[config.mk]
export PLATFORM = sky130hd
export DESIGN_NAME = reader_frame_receiver_core
export DESIGN_NICKNAME = d
export VERILOG_FILES = /design/src/hdl/rfr_pkg.sv /design/src/hdl/reader_frame_receiver_core.sv /design/src/hdl/rfr_cfg_regs.sv /design/src/hdl/rfr_parser.sv /design/src/hdl/rfr_out_stage.sv
export SDC_FILE = /design/constraint.sdc
export NUM_CORES = 1
export LEC_CHECK = 0
export BUFFER_PORTS_ARGS = -buffer_cell sky130_fd_sc_hd__buf_2
export CORE_MARGIN = 4
export CORE_UTILIZATION = 40
export DETAILED_ROUTE_END_ITERATION = 8
export SYNTH_ARGS = -nofsm -noshare
export SYNTH_HDL_FRONTEND = slang
export SYNTH_SLANG_ARGS = --single-unit
[constraint.sdc]
create_clock -name clk_i -period 5.9 [get_ports clk_i]
set_input_delay 0.295 -clock clk_i [delete_from_list [all_inputs] [get_ports clk_i]]
set_output_delay 0.295 -clock clk_i [all_outputs]
set_load 0.02 [all_outputs]
[src/hdl/rfr_pkg.sv]
// Types, constants and helper functions of the reader frame receiver.
// Used by the configuration, parser, output stage and top-level files.
`default_nettype none

package rfr_pkg;

  // Register indexes on the configuration port
  localparam logic [1:0] RegSlotChange = 2'd0;
  localparam logic [1:0] RegHwError    = 2'd1;
  localparam logic [1:0] RegKeyEvent   = 2'd2;
  localparam logic [1:0] RegMaxFrame   = 2'd3;

  localparam logic [7:0]  SlotChangeReset = 8'd80;
  localparam logic [7:0]  HwErrorReset    = 8'd81;
  localparam logic [7:0]  KeyEventReset   = 8'd64;
  localparam logic [16:0] MaxFrameReset   = 17'd65545;

  // Report status codes
  localparam logic [1:0] StatusOk      = 2'd0;
  localparam logic [1:0] StatusNak     = 2'd1;
  localparam logic [1:0] StatusTooLong = 2'd2;

  localparam logic [7:0] AckByte = 8'hFF;
  localparam logic [7:0] NakByte = 8'h00;

  localparam logic [16:0] HeaderBytes    = 17'd10;
  localparam logic [16:0] LastHeaderIdx  = 17'd9;
  localparam logic [16:0] IntrFrameBytes = 17'd2;
  localparam logic [16:0] AckFrameBytes  = 17'd1;

  typedef enum logic [4:0] {
    PH_IDLE   = 5'b00001,
    PH_HEADER = 5'b00010,
    PH_BODY   = 5'b00100,
    PH_SUM    = 5'b01000,
    PH_XOR    = 5'b10000
  } phase_e;

  typedef enum logic [1:0] {
    FT_HEADER = 2'd0,
    FT_INTR   = 2'd1,
    FT_ACK    = 2'd2
  } frame_type_e;

  typedef struct packed {
    logic [7:0]  slot_change_code;
    logic [7:0]  hw_error_code;
    logic [7:0]  key_event_code;
    logic [16:0] max_frame_bytes;
  } cfg_t;

  typedef struct packed {
    logic        kind;
    logic [7:0]  data;
    logic [1:0]  status;
    logic        checksum_ok;
    logic        send_ack;
    logic [7:0]  ack_byte;
    logic [16:0] frame_length;
    logic        is_interrupt;
  } result_t;

  function automatic logic [16:0] frame_total(frame_type_e ft, logic [15:0] body_len);
    logic [16:0] tot;
    case (ft)
      FT_INTR: tot = IntrFrameBytes;
      FT_ACK:  tot = AckFrameBytes;
      default: tot = HeaderBytes + {1'b0, body_len};
    endcase
    return tot;
  endfunction

  function automatic result_t make_byte(logic [7:0] b);
    result_t r;
    r      = '0;
    r.data = b;
    return r;
  endfunction

  function automatic result_t make_report(logic [1:0] status, logic ok, logic ack,
                                          logic [7:0] ackb, logic [16:0] len,
                                          logic intr);
    result_t r;
    r              = '0;
    r.kind         = 1'b1;
    r.status       = status;
    r.checksum_ok  = ok;
    r.send_ack     = ack;
    r.ack_byte     = ackb;
    r.frame_length = len;
    r.is_interrupt = intr;
    return r;
  endfunction

endpackage

`default_nettype wire

[src/hdl/reader_frame_receiver_core.sv]
// Top level of the reader frame receiver: input register, parser, result register
// and configuration port. Depends on rfr_pkg, rfr_cfg_regs, rfr_parser, rfr_out_stage.
//
//   channel   | direction | handshake                      | payload
//   ----------+-----------+--------------------------------+----------------------------
//   s_axis    | in        | s_axis_tvalid / s_axis_tready  | received byte
//   m_axis    | out       | m_axis_tvalid / m_axis_tready  | message byte or end report
//   apb       | in        | psel & penable & pwrite        | frame codes, length limit
//
// A request sits in the input register while the parser step works on it; its result
// enters the result register when the step is taken, and m_axis_tvalid is driven from
// the result register. The first check byte leaves no result. One byte per cycle is
// sustained while m_axis_tready stays high; the parser state update is the only loop.
// Reset (rst_ni low, asynchronous) clears the phase to idle, empties both registers
// and restores the register defaults. A stall on m_axis holds the result register,
// then the input register; s_axis_tready drops only when both are full and
// m_axis_tready is low.
`default_nettype none

module reader_frame_receiver_core (
  input  wire logic        clk_i,
  input  wire logic        rst_ni,
  // Input stream
  input  wire logic        s_axis_tvalid,
  output logic             s_axis_tready,
  input  wire logic [7:0]  s_axis_tdata,   // [7:0] rx_byte
  // Output stream
  output logic             m_axis_tvalid,
  input  wire logic        m_axis_tready,
  output logic [39:0]      m_axis_tdata,   // [7:0] data, [9:8] status, [10] checksum_ok,
                                           // [11] send_ack, [19:12] ack_byte,
                                           // [36:20] frame_length, [37] is_interrupt,
                                           // [39:38] zero
  output logic             m_axis_tuser,   // [0] kind
  // Configuration port
  input  wire logic        psel,
  input  wire logic        penable,
  input  wire logic        pwrite,
  input  wire logic [3:0]  paddr,
  input  wire logic [31:0] pwdata,
  output logic [31:0]      prdata,
  output logic             pready
);

  rfr_pkg::cfg_t    cfg;
  rfr_pkg::result_t step_res, out_res;
  logic             in_valid_q;
  logic [7:0]       in_byte_q;
  logic             s_accept, step, step_res_valid, out_can_load;

  rfr_cfg_regs u_cfg (
    .clk_i   (clk_i),
    .rst_ni  (rst_ni),
    .psel    (psel),
    .penable (penable),
    .pwrite  (pwrite),
    .paddr   (paddr),
    .pwdata  (pwdata),
    .prdata  (prdata),
    .pready  (pready),
    .cfg_o   (cfg)
  );

  // Advance the parser whenever a byte waits and the result register can take its output
  assign step          = in_valid_q && out_can_load;
  assign s_axis_tready = !in_valid_q || step;
  assign s_accept      = s_axis_tvalid && s_axis_tready;

  always_ff @(posedge clk_i or negedge rst_ni) begin
    if (!rst_ni) begin
      in_valid_q <= 1'b0;
    end else if (s_accept) begin
      in_valid_q <= 1'b1;
    end else if (step) begin
      in_valid_q <= 1'b0;
    end
  end

  always_ff @(posedge clk_i) begin
    if (s_accept) begin
      in_byte_q <= s_axis_tdata;
    end
  end

  rfr_parser u_parser (
    .clk_i       (clk_i),
    .rst_ni      (rst_ni),
    .step_i      (step),
    .byte_i      (in_byte_q),
    .cfg_i       (cfg),
    .res_valid_o (step_res_valid),
    .res_o       (step_res)
  );

  // The first check byte gives no result; drop it here
  rfr_out_stage u_out (
    .clk_i      (clk_i),
    .rst_ni     (rst_ni),
    .load_i     (step && step_res_valid),
    .res_i      (step_res),
    .can_load_o (out_can_load),
    .valid_o    (m_axis_tvalid),
    .ready_i    (m_axis_tready),
    .res_o      (out_res)
  );

  assign m_axis_tuser = out_res.kind;
  assign m_axis_tdata = {2'b00, out_res.is_interrupt, out_res.frame_length,
                         out_res.ack_byte, out_res.send_ack, out_res.checksum_ok,
                         out_res.status, out_res.data};

endmodule

`default_nettype wire

[src/hdl/rfr_cfg_regs.sv]
// APB-style configuration registers of the reader frame receiver.
// Depends on rfr_pkg for the register indexes, reset values and cfg_t.
`default_nettype none

module rfr_cfg_regs (
  input  wire logic          clk_i,
  input  wire logic          rst_ni,
  input  wire logic          psel,
  input  wire logic          penable,
  input  wire logic          pwrite,
  input  wire logic [3:0]    paddr,
  input  wire logic [31:0]   pwdata,
  output logic      [31:0]   prdata,
  output logic               pready,
  output rfr_pkg::cfg_t      cfg_o
);

  rfr_pkg::cfg_t cfg_q, cfg_d;
  logic          wr_en;
  logic [1:0]    reg_idx;

  assign pready  = 1'b1;
  assign wr_en   = psel & penable & pwrite & pready;
  assign reg_idx = paddr[3:2];

  always_comb begin
    cfg_d = cfg_q;
    if (wr_en) begin
      case (reg_idx)
        rfr_pkg::RegSlotChange: cfg_d.slot_change_code = pwdata[7:0];
        rfr_pkg::RegHwError:    cfg_d.hw_error_code    = pwdata[7:0];
        rfr_pkg::RegKeyEvent:   cfg_d.key_event_code   = pwdata[7:0];
        rfr_pkg::RegMaxFrame:   cfg_d.max_frame_bytes  = pwdata[16:0];
        default:                cfg_d = cfg_q;
      endcase
    end
  end

  always_comb begin
    case (reg_idx)
      rfr_pkg::RegSlotChange: prdata = {24'd0, cfg_q.slot_change_code};
      rfr_pkg::RegHwError:    prdata = {24'd0, cfg_q.hw_error_code};
      rfr_pkg::RegKeyEvent:   prdata = {24'd0, cfg_q.key_event_code};
      rfr_pkg::RegMaxFrame:   prdata = {15'd0, cfg_q.max_frame_bytes};
      default:                prdata = '0;
    endcase
  end

  always_ff @(posedge clk_i or negedge rst_ni) begin
    if (!rst_ni) begin
      cfg_q.slot_change_code <= rfr_pkg::SlotChangeReset;
      cfg_q.hw_error_code    <= rfr_pkg::HwErrorReset;
      cfg_q.key_event_code   <= rfr_pkg::KeyEventReset;
      cfg_q.max_frame_bytes  <= rfr_pkg::MaxFrameReset;
    end else begin
      cfg_q <= cfg_d;
    end
  end

  assign cfg_o = cfg_q;

endmodule

`default_nettype wire

[src/hdl/rfr_parser.sv]
// Frame parser: phase machine, byte counter, body length and checksums.
// One byte is processed per step; depends on rfr_pkg.
`default_nettype none

module rfr_parser (
  input  wire logic             clk_i,
  input  wire logic             rst_ni,
  input  wire logic             step_i,
  input  wire logic [7:0]       byte_i,
  input  wire rfr_pkg::cfg_t    cfg_i,
  output logic                  res_valid_o,
  output rfr_pkg::result_t      res_o
);

  rfr_pkg::phase_e      phase_q, phase_d;
  rfr_pkg::frame_type_e ftype_q, ftype_d, ft_new;
  logic [16:0]          count_q, count_d, count_inc, tot;
  logic [15:0]          body_len_q, body_len_d, bl_new;
  logic [7:0]           sum_q, sum_d, xor_q, xor_d, rx_sum_q, rx_sum_d;
  logic                 ok;

  assign count_inc = count_q + 17'd1;

  always_comb begin
    if (byte_i == cfg_i.slot_change_code || byte_i == cfg_i.hw_error_code ||
        byte_i == cfg_i.key_event_code) begin
      ft_new = rfr_pkg::FT_INTR;
    end else if (byte_i == rfr_pkg::NakByte || byte_i == rfr_pkg::AckByte) begin
      ft_new = rfr_pkg::FT_ACK;
    end else begin
      ft_new = rfr_pkg::FT_HEADER;
    end
  end

  // Header bytes 1 and 2 carry the body length, low byte first
  always_comb begin
    bl_new = body_len_q;
    if (count_q == 17'd1) bl_new[7:0] = byte_i;
    else if (count_q == 17'd2) bl_new[15:8] = byte_i;
  end

  assign ok = (rx_sum_q == sum_q) && (byte_i == xor_q);

  always_comb begin
    phase_d     = phase_q;
    ftype_d     = ftype_q;
    count_d     = count_q;
    body_len_d  = body_len_q;
    sum_d       = sum_q;
    xor_d       = xor_q;
    rx_sum_d    = rx_sum_q;
    res_valid_o = 1'b0;
    res_o       = '0;
    tot         = '0;
    case (phase_q)
      rfr_pkg::PH_IDLE: begin
        ftype_d    = ft_new;
        body_len_d = '0;
        rx_sum_d   = '0;
        tot        = rfr_pkg::frame_total(ft_new, 16'd0);
        res_valid_o = 1'b1;
        if (ft_new != rfr_pkg::FT_HEADER && tot > cfg_i.max_frame_bytes) begin
          count_d = '0;
          sum_d   = '0;
          xor_d   = '0;
          res_o   = rfr_pkg::make_report(rfr_pkg::StatusTooLong, 1'b0, 1'b0,
                                         rfr_pkg::NakByte, tot,
                                         ft_new == rfr_pkg::FT_INTR);
        end else begin
          count_d = 17'd1;
          sum_d   = byte_i;
          xor_d   = byte_i;
          res_o   = rfr_pkg::make_byte(byte_i);
          case (ft_new)
            rfr_pkg::FT_INTR: phase_d = rfr_pkg::PH_BODY;
            rfr_pkg::FT_ACK:  phase_d = rfr_pkg::PH_SUM;
            default:          phase_d = rfr_pkg::PH_HEADER;
          endcase
        end
      end
      rfr_pkg::PH_HEADER: begin
        body_len_d  = bl_new;
        tot         = rfr_pkg::frame_total(rfr_pkg::FT_HEADER, bl_new);
        res_valid_o = 1'b1;
        if (count_q >= rfr_pkg::LastHeaderIdx && tot > cfg_i.max_frame_bytes) begin
          phase_d = rfr_pkg::PH_IDLE;
          res_o   = rfr_pkg::make_report(rfr_pkg::StatusTooLong, 1'b0, 1'b0,
                                         rfr_pkg::NakByte, tot, 1'b0);
        end else begin
          count_d = count_inc;
          sum_d   = sum_q + byte_i;
          xor_d   = xor_q ^ byte_i;
          res_o   = rfr_pkg::make_byte(byte_i);
          if (count_q >= rfr_pkg::LastHeaderIdx) begin
            phase_d = (bl_new == 16'd0) ? rfr_pkg::PH_SUM : rfr_pkg::PH_BODY;
          end
        end
      end
      rfr_pkg::PH_BODY: begin
        tot         = rfr_pkg::frame_total(ftype_q, body_len_q);
        count_d     = count_inc;
        sum_d       = sum_q + byte_i;
        xor_d       = xor_q ^ byte_i;
        res_valid_o = 1'b1;
        res_o       = rfr_pkg::make_byte(byte_i);
        if (count_inc >= tot) phase_d = rfr_pkg::PH_SUM;
      end
      rfr_pkg::PH_SUM: begin
        rx_sum_d = byte_i;
        phase_d  = rfr_pkg::PH_XOR;
      end
      rfr_pkg::PH_XOR: begin
        tot         = rfr_pkg::frame_total(ftype_q, body_len_q);
        phase_d     = rfr_pkg::PH_IDLE;
        res_valid_o = 1'b1;
        if (ftype_q == rfr_pkg::FT_INTR) begin
          res_o = rfr_pkg::make_report(rfr_pkg::StatusOk, ok, 1'b0,
                                       rfr_pkg::NakByte, tot, 1'b1);
        end else begin
          res_o = rfr_pkg::make_report(ok ? rfr_pkg::StatusOk : rfr_pkg::StatusNak,
                                       ok, 1'b1,
                                       ok ? rfr_pkg::AckByte : rfr_pkg::NakByte,
                                       tot, 1'b0);
        end
      end
      default: begin
        phase_d = rfr_pkg::PH_IDLE;
      end
    endcase
  end

  always_ff @(posedge clk_i or negedge rst_ni) begin
    if (!rst_ni) begin
      phase_q    <= rfr_pkg::PH_IDLE;
      ftype_q    <= rfr_pkg::FT_HEADER;
      count_q    <= '0;
      body_len_q <= '0;
      sum_q      <= '0;
      xor_q      <= '0;
      rx_sum_q   <= '0;
    end else if (step_i) begin
      phase_q    <= phase_d;
      ftype_q    <= ftype_d;
      count_q    <= count_d;
      body_len_q <= body_len_d;
      sum_q      <= sum_d;
      xor_q      <= xor_d;
      rx_sum_q   <= rx_sum_d;
    end
  end

endmodule

`default_nettype wire

[src/hdl/rfr_out_stage.sv]
// Result register between the parser and the output stream.
// Holds one result until taken; depends on rfr_pkg for result_t.
`default_nettype none

module rfr_out_stage (
  input  wire logic              clk_i,
  input  wire logic              rst_ni,
  input  wire logic              load_i,
  input  wire rfr_pkg::result_t  res_i,
  output logic                   can_load_o,
  output logic                   valid_o,
  input  wire logic              ready_i,
  output rfr_pkg::result_t       res_o
);

  logic             valid_q;
  rfr_pkg::result_t res_q;

  // Free when empty or when the held result leaves this cycle
  assign can_load_o = !valid_q || ready_i;

  always_ff @(posedge clk_i or negedge rst_ni) begin
    if (!rst_ni) begin
      valid_q <= 1'b0;
    end else if (load_i) begin
      valid_q <= 1'b1;
    end else if (ready_i) begin
      valid_q <= 1'b0;
    end
  end

  always_ff @(posedge clk_i) begin
    if (load_i) begin
      res_q <= res_i;
    end
  end

  assign valid_o = valid_q;
  assign res_o   = res_q;

endmodule

`default_nettype wire

Word level (Yosys, flattened, before mapping)
Index checks and enable logic that the tools add are counted.
{ "totals": {"out_inout_bits": 76, "input_bits": 51, "word_cells": 128, "reg_bits": 154} }
{ "op_classes": {"n_mux": 39, "order_cmp": 4, "n_eq_ne": 24, "addsub": 4, "reduce_logical": 32, "bitwise_logic": 3} }
{ "ops": {"columns": ["cell", "n"], "rows": [
  ["one-hot mux 39 bit (4 select lines)", 1],
  ["one-hot mux 32 bit (4 select lines)", 1],
  ["2-to-1 mux 39 bit", 2],
  ["2-to-1 mux 17 bit", 4],
  ["2-to-1 mux 8 bit", 7],
  ["one-hot mux 17 bit (3 select lines)", 1],
  ["one-hot mux 8 bit (3 select lines)", 2],
  ["equality test 8 bit", 5],
  ["adder 4 x 16 -> 17 bit, first input constant", 2],
  ["greater-than comparator 17 bit", 2],
  ["one-hot mux 17 bit (2 select lines)", 1],
  ["one-hot mux 16 bit (2 select lines)", 1],
  ["2-to-1 mux 30 bit", 1],
  ["2-to-1 mux 5 bit", 4],
  ["one-hot mux 5 bit (4 select lines)", 1],
  ["adder 17 x 1 -> 17 bit, second input constant", 1],
  ["equality test 17 x 1 -> 1 bit, second input constant", 1],
  ["equality test 17 x 2 -> 1 bit, second input constant", 1],
  [">= comparator 17 bit", 1],
  [">= comparator 17 x 4 -> 1 bit, second input constant", 1],
  ["zero test 16 bit", 1],
  ["one-hot mux 4 bit (2 select lines)", 2],
  ["one-hot mux 8 bit (2 select lines)", 1],
  ["AND reduction 2 bit", 7],
  ["27 further kinds", 55]
]} }

Depth between registers and ports, before layout
{ "depth": {"word_depth": 11, "ltp_mapped": 24, "depth_no_buf": 20} }

Hierarchy
A second synthesis with hierarchy kept.
{ "unflattened": {"hier_cells": 963, "area_unflattened_um2": 9902.0} }
{ "by_module_without_submodules": {"columns": ["mod", "cells_per_inst", "area_each_um2", "seq_area_each_um2", "n_inst"], "rows": [
  ["rfr_parser", 775, 6352.3, 1602.8, 1],
  ["rfr_cfg_regs", 129, 2005.7, 1037.2, 1],
  ["rfr_out_stage", 42, 1218.7, 1196.1, 1],
  ["reader_frame_receiver_core", 17, 325.3, 265.3, 1]
]} }

Least setup slack after synthesis
Ideal clock, no wire load.
{ "synth_path": {"path_kind": "flip-flop to flip-flop", "start": "register u_parser.count_q[7]", "end": "register u_parser.count_q[8]", "synth_period_minus_slack_ns": 4.869, "t_arrival_ns": 4.749, "path_stages_with_launch": 22, "setup_ns": 0.120, "slack_ns": 1.031, "path_cell_list": "dfrtp_1 -> nor4_4 -> and4_1 -> clkbuf_1 -> nand3_1 -> mux2i_1 -> inv_1 -> ha_1 -> a311o_1 -> and2_1 -> clkbuf_1 -> nand3_1 -> xor2_1 -> mux2i_1 -> ha_1 -> nand4_1 -> nor2_1 -> o221ai_1 -> a211oi_1 -> clkbuf_1 -> nor2_1 -> a31o_2"} }
{ "synth_via": {"elab_chain_len": 9, "elab_cells_between_ends": 15} }
{ "synth_lines": {"columns": ["element", "line", "rtl"], "rows": [
  ["from (decl)", "rfr_parser.sv:17", "logic [16:0] count_q, count_d, count_inc, tot;"],
  ["from (signal assigned)", "rfr_parser.sv:144", "count_q <= count_d;"],
  ["equality test 17 x 2 -> 1 bit", "rfr_parser.sv:39", "else if (count_q == 17'd2) bl_new[15:8] = byte_i;"],
  ["2-to-1 mux 8 bit", "rfr_parser.sv:39", null],
  ["2-to-1 mux 8 bit", "rfr_parser.sv:38", "if (count_q == 17'd1) bl_new[7:0] = byte_i;"],
  ["adder 4 x 16 -> 17 bit", "rfr_pkg.sv:68", "default: tot = HeaderBytes + {1'b0, body_len};"],
  ["2-to-1 mux 17 bit", "rfr_parser.sv:55", "case (phase_q)"],
  ["greater-than comparator 17 bit", "rfr_parser.sv:85", "if (count_q >= rfr_pkg::LastHeaderIdx && tot > cfg_i.max_frame_bytes) begin"],
  ["logical AND 1 bit", "rfr_parser.sv:85", null],
  ["!= test 2 bit (no source line)", null, null],
  ["AND reduction 3 bit (no source line)", null, null]
]} }
Parallel ways exist; a longest one is shown, timed or not. The select of a mux whose other input is x is not followed.
A chain may end at the register's enable or synchronous reset.

Final worst setup path
{ "layout_path": {"start": "register u_parser.count_q[7]", "end": "register u_parser.count_q[4]"} }
{ "layout_via": {"elab_chain_len": 9, "elab_cells_between_ends": 12} }
{ "layout_lines": {"columns": ["element", "line"], "rows": [
  ["equality test 17 x 2 -> 1 bit", "rfr_parser.sv:39"],
  ["2-to-1 mux 8 bit", "rfr_parser.sv:39"],
  ["2-to-1 mux 8 bit", "rfr_parser.sv:38"],
  ["adder 4 x 16 -> 17 bit", "rfr_pkg.sv:68"],
  ["2-to-1 mux 17 bit", "rfr_parser.sv:55"],
  ["greater-than comparator 17 bit", "rfr_parser.sv:85"],
  ["logical AND 1 bit *", "rfr_parser.sv:85"],
  ["!= test 2 bit (no source line) *", null],
  ["AND reduction 3 bit (no source line) *", null]
]} }
Every way passes the cells marked *; elsewhere a longest branch is shown, timed or not. The select of a mux whose other input is x is not followed.

==> run summary <==
SYNTH
----------------------------------------------------------------------------------------------------
Post-synthesis cell area                                                                 0.00976 mm2
Most used flip-flop cell after synthesis                                                     dfrtp_1
Synthesized area per cell                                                                   9.48 um2
Synthesis-stage register bit count                                                               147
Number of flops mapped to enable cells by yosys                                                   40
Number of cells produced by synthesis                                                           1029
Count of synthesis-stage warnings from yosys                                                       0
Portion of the post-synthesis area used by sequential elements                                 39.9%
Synth async-reset ratio                                                                        72.8%
Cell variety after synth                                                                          73

CRITICAL PATH
----------------------------------------------------------------------------------------------------
CP Launch Type                                                                              register
Kind of critical path                                                                   register to register
Highest cell delay on the worst timing path                                                   470 ps
Worst r2r src                                                                           u_parser.count_q[7]
Worst setup slack for register-to-register paths                                              440 ps
Slowest stage cell, crit path                                                                dfrtp_1
Sort of element at the end of the critical path                                             register
Launch point of the critical path                                                       u_parser.count_q[7]
CP cell instances                                                                       nor4_4 > and4_1 > nand3_1 > buf_4 > o21ai_0 > ha_1 > nor2_1 > nand4_1 > and2_1 > nand3_1 > xnor2_1 > a21oi_1 > ha_1 > a211o_1 > a21oi_1 > o21ai_0 > o221ai_1 > a211o_1 > nand2_1 > a32o_1
Number of buffers and inverters on the critical path                                               1
Worst Path Max Fanout                                                                             10
Delay-heaviest family, CP                                                               simple AND/OR/NAND/NOR gates
Arrival time at the worst endpoint                                                           5780 ps
Worst EP required                                                                            6220 ps

FLOORPLAN
----------------------------------------------------------------------------------------------------
Area of the placeable core                                                                0.0238 mm2
Number of I/O pins                                                                               127
Floorplan die area                                                                        0.0270 mm2
Overall die width                                                                             164 um
Die span in y                                                                                 164 um
Num rows                                                                                          56
Initial core utilization                                                                       41.1%

POWER AND IR DROP
----------------------------------------------------------------------------------------------------
Portion of total power attributed to sequential cells                                          34.0%
Power density normalized to cell area                                                     426 mW/mm2
Total power                                                                                  4.70 mW
Part of the total power dissipated in combinational logic                                      43.1%
Switching part of the total power                                                              41.6%
Cell Int Power                                                                               2.75 mW
Leak                                                                                         4.85 nW
Total net switching power                                                                    1.96 mW
Peak VDD IR                                                                                   197 uV
Relative contribution of the clock network to total power                                      23.0%

FINAL LAYOUT
----------------------------------------------------------------------------------------------------
Most common cell after layout, fill and taps aside                                           nand2_1
Share of post-route cells with drive strength above 1                                          19.1%
Post-layout net count                                                                           1202
Fin util                                                                                       46.5%
Area added between synthesis and finish                                                        13.3%
Number of antenna cells inserted                                                                   0
Most frequent cells in the layout                                                       nand2_1, dfrtp_1, buf_2

DRT
----------------------------------------------------------------------------------------------------
Detailed-route vias per instance                                                                5.63
Met3 wirelength from detailed routing                                                        1610 um
Max Used Layer                                                                                  met4
Wire length per cell after detailed routing                                                  19.3 um
Sum of met2 wire segment lengths after detailed routing                                     13000 um
Total vias in the final route                                                                   8057
Total wire length                                                                           27700 um
Number of DRC violations after detailed routing                                                    0
DRC marker count from the first detailed-route iteration                                         604
Detailed-routing wirelength on met1                                                         12300 um
DRT Pass-1 Iters                                                                                   8
Number of antenna-violating nets in the routed design                                              0

TIMING
----------------------------------------------------------------------------------------------------
Worst-margin pin slew                                                                        1190 ps
Final setup violation count                                                                        0
Unrepaired setup endpoints after global routing                                                   no
Final hold vios                                                                                    0
Tightest slew margin relative to the limit                                                     20.4%
Worst clock skew                                                                             11.1 ps
Final cycle utilization of the critical path                                                   92.6%
Final Hold Slack                                                                             36.7 ps
Fmax                                                                                         183 MHz
Final Max Slew Viols                                                                               0
Total negative slack for setup checks                                                           0 ps
Crit path time final                                                                         5460 ps

GRT
----------------------------------------------------------------------------------------------------
GRT overflow                                                                                       0
Largest net degree at the start of global routing                                                 58
Number of global-route vias before repair                                                       7777
Antenna violations before repair                                                                   0
First-pass GRT wire length                                                                  43600 um
Overall routing resource usage                                                                 20.9%

OUTCOME
----------------------------------------------------------------------------------------------------
Run status                                                                                 completed

CLOCK NETWORK
----------------------------------------------------------------------------------------------------
Worst-case clock buffer depth                                                                      2
Clock Sink Count                                                                                 147
Clock-pin slew reported for the worst setup and hold paths after clock tree synthesis          70 ps
Cell at the root of the clock tree                                                         clkbuf_16
# H-tree levels                                                                                    4
CTS tree                                                                                         yes
Clock latency reported for the late side of the worst-skew pair                               430 ps
Total clock buffers created by CTS                                                                17

HOLD PATH
----------------------------------------------------------------------------------------------------
Worst hold start                                                                        s_axis_tdata[4]
Type of the most critical hold path                                                     input pin to register

PLACEMENT
----------------------------------------------------------------------------------------------------
Final estimated routing congestion in global placement                                         0.897
Number of buffers added on ports                                                                  91
DP Wirelength                                                                               20600 um

FLOW RUN
----------------------------------------------------------------------------------------------------
Max-cap violations                                                                                 0

==> cell families (layout without fill, tap and decap cells) <==
group / after synthesis / after routing / synth area share (%)
AOI/OAI and AO/OA: 211 / 211 / 14.2
xor gates and xnor gates: 88 / 88 / 8.04
adders and majority gates: 52 / 52 / 6.74
buffers and inverters: 138 / 205 / 6.41
DFF: 147 / 147 / 39.9
muxes: 57 / 57 / 7.30
other: 2 / 18 / 0.0770
and+or+nand+nor: 334 / 334 / 17.3
==> layer usage <==
metal / track usage (%) / vias up
li1: - / 3806
met1: 28.1 / 3921
met4: 6.44 / 0
met5: 0 / -
met3: 4.42 / 41
met2: 34.0 / 289
==> sequential cells by signal, summed over array words and instances (netlist names), 5 cells and up <==
name	cells
in_byte_q	8
u_cfg.cfg_o	41
u_parser.xor_q	8
u_parser.body_len_q	16
u_parser.sum_q	8
u_parser.rx_sum_q	8
u_out.res_o	32
u_parser.phase_q	5
u_parser.count_q	17
==> power groups by stage <==
| stage | logic (mW) | clock network (mW) | registers, mW |
|---|---|---|---|
| finish | 2.03 | 1.08 | 1.60 |
| floorplan | 1.43 | 0 | 1.61 |
| CTS | 2.02 | 1.10 | 1.59 |
| detailed placement | 2.00 | 0 | 1.61 |
| global placement | 1.98 | 0 | 1.61 |
| global route | 2.25 | 1.14 | 1.63 |
==> what timing repair did <==
action,CTS,global route
setup buffers,0,0
endpoints found under the setup margin,0,12
hold endpoints to repair,49,0
hold buffers,1,0
gates resized for setup,0,2
==> final timing paths <==
check | endpoint | cells past startpoint
setup / recovery | u_parser.count_q[4] | 20
setup reg to reg | u_parser.count_q[4] | 20
hold reg to reg | u_parser.ftype_q[1] | 2
min in group asynchronous | u_cfg.cfg_o[28] | 2
max in group asynchronous | u_parser.count_q[15] | 3
hold / removal | in_byte_q[4] | 1
==> final cells by class <==
class,instances,area [um2]
clock inverters,13,121
fillers,2226,12700
well taps,319,399
repair buffers,116,648
multi-input cells,760,5330
clock buffers,19,454
flip-flops and latches,147,3890
inverters,57,214
==> cells in the mapped netlist (all sizes together), types with 18 or more instances <==
cell type / instances / area share [%]
buf: 34 / 2.4
ha: 51 / 6.5
nor4: 20 / 1.6
a211oi: 21 / 1.6
o31ai: 18 / 1.4
xnor2: 26 / 2.3
mux2: 30 / 3.5
nand2: 118 / 4.5
xor2: 61 / 5.5
dfrtp: 97 / 25
mux2i: 19 / 1.9
o21ai: 68 / 3.5
a21oi: 26 / 1.3
nor2: 55 / 2.1
and2: 21 / 1.3
clkbuf: 47 / 1.8
nand4: 20 / 1.4
inv: 57 / 2.2
nand3: 38 / 1.9
edfxtp: 40 / 12
==> through the flow <==
| step | setup slack [ps] | instances | area (um2) |
|---|---|---|---|
| floorplan | 1030 | 1045 | 9820 |
| global placement | 513 | 1398 | 10500 |
| detailed placement | 448 | 1398 | 10500 |
| CTS | 380 | 1431 | 11000 |
| global route | 46.3 | 1431 | 11100 |
| finish | 437 | 1431 | 11100 |
Power figures use the tool's default switching activity.
